File: src/design/scmrf_pkg.sv
package scmrf_pkg;

  localparam int unsigned SNP_TABLE_DEPTH = 65536;
  localparam int unsigned ADDR_W = $clog2(SNP_TABLE_DEPTH);
  localparam int unsigned CNT_W = ADDR_W + 1;

  localparam int unsigned POS_W = 31;
  localparam int unsigned QUAL_W = 8;
  localparam int unsigned RATIO_W = 17;
  localparam int unsigned TALLY_W = 17;
  localparam int unsigned PROD_W = RATIO_W + TALLY_W;
  localparam int unsigned FRAC_W = 16;

  localparam int unsigned PADDR_W = 4;
  localparam int unsigned PDATA_W = 32;

  localparam logic [TALLY_W-1:0] TALLY_MAX = '1;

  localparam logic [2:0] OP_CLEAR    = 3'd0;
  localparam logic [2:0] OP_APPEND   = 3'd1;
  localparam logic [2:0] OP_START    = 3'd2;
  localparam logic [2:0] OP_MISMATCH = 3'd3;
  localparam logic [2:0] OP_END      = 3'd4;

  localparam logic [1:0] REG_CLUSTER_MARGIN   = 2'd0;
  localparam logic [1:0] REG_RATIO_THRESHOLD  = 2'd1;
  localparam logic [1:0] REG_MIN_BASE_QUALITY = 2'd2;

  localparam logic [POS_W-1:0]   RESET_CLUSTER_MARGIN   = POS_W'(1000);
  localparam logic [RATIO_W-1:0] RESET_RATIO_THRESHOLD  = RATIO_W'(19661);
  localparam logic [QUAL_W-1:0]  RESET_MIN_BASE_QUALITY = QUAL_W'(10);

  typedef struct packed {
    logic [2:0]        opcode;
    logic [POS_W-1:0]  position;
    logic [QUAL_W-1:0] base_quality;
  } item_t;

  typedef struct packed {
    logic               keep_read;
    logic               bypassed;
    logic [TALLY_W-1:0] mismatch_count;
    logic [TALLY_W-1:0] cluster_total;
    logic               table_overflowed;
  } result_t;

  typedef struct packed {
    logic               valid;
    logic [TALLY_W-1:0] mismatches;
    logic [TALLY_W-1:0] snps;
  } ratio_req_t;

  typedef struct packed {
    logic valid;
    logic reached;
  } ratio_rsp_t;

  function automatic logic [TALLY_W-1:0] sat_inc(input logic [TALLY_W-1:0] v);
    return (v == TALLY_MAX) ? v : v + TALLY_W'(1);
  endfunction

endpackage

File: src/design/scmrf_ratio.sv
module scmrf_ratio
  import scmrf_pkg::*;
(
  input  logic               clk,
  input  logic               rst,
  input  logic [RATIO_W-1:0] threshold,
  input  ratio_req_t         req,
  output ratio_rsp_t         rsp
);

  logic               stage_valid;
  logic [PROD_W-1:0]  product;
  logic [TALLY_W-1:0] mismatches;
  logic               snps_zero;
  logic               threshold_zero;

  always_ff @(posedge clk) begin
    if (rst) begin
      stage_valid <= 1'b0;
      rsp.valid <= 1'b0;
    end else begin
      stage_valid <= req.valid;
      rsp.valid <= stage_valid;
    end
    product <= PROD_W'(threshold) * PROD_W'(req.snps);
    mismatches <= req.mismatches;
    snps_zero <= (req.snps == '0);
    threshold_zero <= (threshold == '0);
    if (snps_zero) begin
      rsp.reached <= threshold_zero;
    end else begin
      rsp.reached <= ({1'b0, mismatches, FRAC_W'(0)} >= product);
    end
  end

endmodule

File: config.mk
export PLATFORM = sky130hd
export DESIGN_NAME = scmrf_ratio
export DESIGN_NICKNAME = d
export VERILOG_FILES = /design/src/design/scmrf_pkg.sv /design/src/design/scmrf_ratio.sv
export SDC_FILE = /design/constraint.sdc
export NUM_CORES = 1
export LEC_CHECK = 0
export BUFFER_PORTS_ARGS = -buffer_cell sky130_fd_sc_hd__buf_4
export CORE_MARGIN = 1
export CORE_UTILIZATION = 45
export CTS_BUF_LIST = sky130_fd_sc_hd__clkbuf_4 sky130_fd_sc_hd__clkbuf_8
export DETAILED_ROUTE_END_ITERATION = 8
export GPL_TIMING_DRIVEN = 0
export HOLD_SLACK_MARGIN = 0.15
export PLACE_DENSITY_LB_ADDON = 0.25
export SYNTH_ARGS = -nofsm -noshare
export SYNTH_HDL_FRONTEND = slang
export SYNTH_SLANG_ARGS = --single-unit
File: constraint.sdc
create_clock -name clk -period 6.24 [get_ports clk]
set_input_delay 0.312 -clock clk [delete_from_list [all_inputs] [get_ports clk]]
set_output_delay 0.312 -clock clk [all_outputs]
set_load 0.03 [all_outputs]
=== Yosys cells after proc, flatten, opt, wreduce, memory -nomap -nowiden ===
Index checks and enable logic that the tools add are counted.

* Bits in registers: 56
* Bits in latches: 0
* Bits in writable memories: 0
* Memory bits (read-only): 0
* Input bits: 54
* Output and inout bits: 2
* Word-level logic and storage cells: 12
* Memories: 0

* $add $sub $neg: 0
* Multipliers: 1
* Divide/modulo/power cells: 0
* Magnitude comparators: 1
* Equality and inequality tests: 0
* Shifts and indexed selects: 0
* Multiplexer cells: 1
* Bitwise logic cells: 0
* Reduce and logical (&&, ||, !) cells: 2

{| class="wikitable"
|+ Operators by type and width
! cell !! count
|-
| $ge A33 B34 Y1 || 1
|-
| $logic_not A17 Y1 || 2
|-
| $mul A17 B17 Y34 || 1
|-
| $mux W1 || 1
|}

=== Longest topological paths before layout ===
* Depth after elaboration: 2
* Gate-level depth with buffers: 24
* Mapped depth without buffers: 21

=== Worst setup path after synthesis ===
No wires, ideal clock.

* Path kind: input port to flip-flop
* Start: input port threshold[8]
* End: register product[31]
* Library setup time: 0.072 ns
* Arrival: 5.640 ns
* Required time: 6.168 ns
* Slack: 0.528 ns
* Stages on the path: 21
* Path buffers: 2
* Path through: clkbuf_1 -> clkbuf_1 -> nand2_1 -> fa_1 -> fa_1 -> fa_1 -> fa_1 -> inv_1 -> fa_1 -> inv_1 -> fa_1 -> inv_1 -> ha_1 -> a21o_1 -> a21oi_1 -> nor2_1 -> nor2_1 -> a2111oi_2 -> or3_4 -> a221oi_2 -> xnor2_1

* Cells in the longest elaborated chain, start to end: 1

{| class="wikitable"
|+ RTL lines
! item !! line !! RTL
|-
| from (decl) || scmrf_ratio.sv:6 || <nowiki>input logic [RATIO_W-1:0] threshold,</nowiki>
|-
| $mul A17 B17 Y34 || scmrf_ratio.sv:25 || <nowiki>product <= PROD_W'(threshold) * PROD_W'(req.snps);</nowiki>
|-
| to (signal assigned) || scmrf_ratio.sv:25 ||
|-
| to (decl) || scmrf_ratio.sv:12 || <nowiki>logic [PROD_W-1:0] product;</nowiki>
|}

Every way passes these cells.
A chain may end at the register's enable or synchronous reset.

=== Worst setup path after layout ===
* Start: input port req[11] (netlist bit)
* End: register product[27]

* Cells in the longest elaborated chain, start to end: 1

{| class="wikitable"
|+ RTL lines
! item !! line !! RTL
|-
| from (decl) || scmrf_ratio.sv:7 || <nowiki>input ratio_req_t req,</nowiki>
|-
| $mul A17 B17 Y34 || scmrf_ratio.sv:25 ||
|}

Every way passes these cells.

==> summary.md <==
| Metric | Value |
|---|---|
| DRT Pass-1 Iters | `5` |
| Place WS | `-0.566 ns` |
| H-Tree Depth | `2` |
| Initial Utilization | `0.460` |
| Clock Skews | `0.0142 ns` |
| Register area | `1120 µm²` |
| HP Start | `req[34]` |
| Yosys top cell area share | `0.398` |
| Post-synth EDFFs | `0` |
| CP Data Required Time | `6.44 ns` |
| Reg-to-reg startpoint | `product[12]` |
| First-pass GRT wire length | `47000 µm` |
| Die Width | `160 µm` |
| Clock transition at the registers of the reported paths | `0.10 ns` |
| Wirelength per Cell | `16.7 µm` |
| Final Cell Area | `12300 µm²` |
| Final hold violations | `0` |
| Setup WS post-layout | `0.172 ns` |
| Tot GR Track Use | `0.237` |
| Status | `completed` |
| # rows | `57` |
| Hold path depth | `2` |
| Multi-input logic area | `8830 µm²` |
| Clk Latency, worst-skew pair | `0.32 ns` |
| Maxcap violations | `0` |
| CTS sink count | `56` |
| Synth warnings | `0` |
| Achievable Freq | `165 MHz` |
| Number of global-route vias before repair | `9410` |
| HPWL Detailed | `23300 µm` |
| Min cycle time layout | `6.07 ns` |
| Clk buf depth | `2` |
| DIE HEIGHT | `160 µm` |
| Part of the cycle the worst path needs | `0.972` |
| Arr. time, crit path | `6.27 ns` |
| Mapped cell area | `11300 µm²` |
| Inserted Clock Buffers | `5` |
| Port bufs | `46` |
| Layout area overhead | `9.58%` |
| Detail Route Antenna Nets | `0` |
| Fin. max-slew vios | `0` |
| Largest net degree at the start of global routing | `19` |
| Crit Path Category | `input port to flop` |
| TritonCTS clock tree | `yes` |
| Die area | `25700 µm²` |
| Vias per inst | `5.09` |
| Ys async rst share | `0` |
| Number of DRC markers in iteration 0 | `348` |
| Worst-margin pin slew | `0.771 ns` |
| Via count of the routed design | `8442` |
| Fillers | `2390` |
| Io pins | `56` |
| Dpl cell area | `12000 µm²` |
| CP Max Fanout | `10` |
| RSZ-0062 raised after global routing | `false` |
| Normalized max-slew margin | `0.486` |
| Final setup viols | `0` |
| Post-synthesis register bit count | `56` |
| FF-to-FF path depth | `8` |
| Post-CTS setup buffer count | `0` |
| Sequential-to-total area share from yosys stat | `0.0995` |
| Launch point of the critical path | `req[11]` |
| Most frequent cells in the layout | `304 x inv_1, 224 x fa_1, 193 x nand2_1` |
| DRC errors left | `0` |
| Syn_area_per_cell | `8.90 µm²` |
| Antenna violations before repair | `0` |
| Gpl congestion | `0.916` |
| Core area | `24500 µm²` |
| Commonest non-fill, non-tap cell in the layout | `inv_1` |
| Share of cells above drive strength 1 | `0.0615` |
| Top_reg_cell synth | `dfxtp_1` |
| Dominant cell type by area after synthesis | `fa_1` |
| Crit path capture type | `flop` |
| Mapped Nets | `1669` |
| Root buffer cell | `clkbuf_8` |
| Final net count | `1735` |
| Yosys cell types | `42` |
| DRT Wirelength | `27700 µm` |
| GRT Residual Overflow | `0` |
| Startpoint types | `input port` |
| Top cells by area, synth | `fa_1 40%, ha_1 14%, inv_1 10%` |
| Worst Hold Class | `input port to flop` |
| Mapped Cells | `1266` |
## path summary, 6_finish.rpt
kind / slack, ns / endpoint
worst max-delay path: 0.17 / product[27]
worst min-delay path: 0.22 / stage_valid
worst max register to register: 4.28 / rsp[0]
worst min register to register: 0.44 / rsp[1]
## timing repair
action / 4_1_cts / 5_1_grt
endpoints found under the hold margin: 19 / 0
hold buffers: 18 / 0
resized for setup: 3 / 29
setup endpoints to repair: 8 / 10
## metrics by stage
step	cells	setup TNS (ns)	util	hold WS (ns)
6_report	1658	0	0.505	0.221
5_1_grt	1657	0	0.504	0.223
4_1_cts	1662	0	0.504	0.203
3_5_place_dp	1636	-4.82	0.491	0.418
3_3_place_gp	1636	-4.45	0.491	0.417
2_1_floorplan	1266	0	-	0.340
## cell usage after synthesis (2+ instances only)
| master | n |
|---|---|
| nor3_1 | 6 |
| o21ai_0 | 16 |
| nand2b_1 | 2 |
| xnor2_1 | 18 |
| nand2_1 | 193 |
| nor2_1 | 20 |
| nor2b_1 | 4 |
| ha_1 | 125 |
| inv_1 | 304 |
| a31oi_1 | 2 |
| nor4_1 | 11 |
| dfxtp_1 | 56 |
| clkbuf_1 | 45 |
| o21bai_1 | 4 |
| a21oi_2 | 2 |
| nand4_1 | 8 |
| a221oi_2 | 2 |
| nand3_1 | 7 |
| and2_1 | 124 |
| a21o_1 | 22 |
| o211ai_1 | 2 |
| fa_1 | 224 |
| xor2_1 | 13 |
| and3_1 | 3 |
| a21oi_1 | 33 |
| o31ai_1 | 3 |
| o21a_1 | 2 |
## metal layers
layer,part of all wire,wire (µm),GRT usage,up-vias
met1,0.41,11300,0.291,4230
li1,-,-,-,3903
met5,0,0,0,-
met2,0.50,13800,0.418,236
met4,0.045,1260,0.101,0
met3,0.049,1360,0.0299,73
## sequential cells by signal, indices dropped and copies added, names as in the netlist
signal          cells
rsp                 2
mismatches         17
stage_valid         1
threshold_zero      1
product            34
snps_zero           1
## final cells by class
cell class                 count  area share
timing repair buffer          64      0.0426
antenna                        1    0.000203
clock buffer                   5     0.00558
clock inverter                 3     0.00558
buffer                        41      0.0148
inverter                     304      0.0925
multi-input combinational    860       0.715
tap                          324      0.0328
sequential                    56      0.0908
## cell families (layout without fill, tap and decap cells)
| group | after synthesis | count (layout) | synth area share |
|---|---|---|---|
| AND/OR/NAND/NOR | 383 | 383 | 0.165 |
| XOR/XNOR | 31 | 31 | 0.0241 |
| flip-flops | 56 | 56 | 0.0995 |
| buffers and inverters | 350 | 417 | 0.117 |
| AO/OA/AOI/OAI | 97 | 97 | 0.0569 |
| adder cells (fa/ha/maj) | 349 | 349 | 0.537 |
| other | 0 | 1 | 0 |
## critical path: stages
cell	delay [ns]
buf_4	0.17
clkbuf_1	0.54
nand2_1	0.17
fa_1	0.55
inv_1	0.05
fa_1	0.56
fa_1	0.47
fa_1	0.50
fa_1	0.50
inv_1	0.05
fa_1	0.47
inv_1	0.04
ha_1	0.27
buf_6	0.14
a21o_1	0.17
a21o_1	0.17
a21o_1	0.20
nor2_1	0.09
a21oi_1	0.11
a21oi_1	0.37
o21ai_0	0.19
xor2_1	0.17
Power is not shown: default switching activity piles up to over one toggle a cycle in this logic, so the estimate is an artifact.
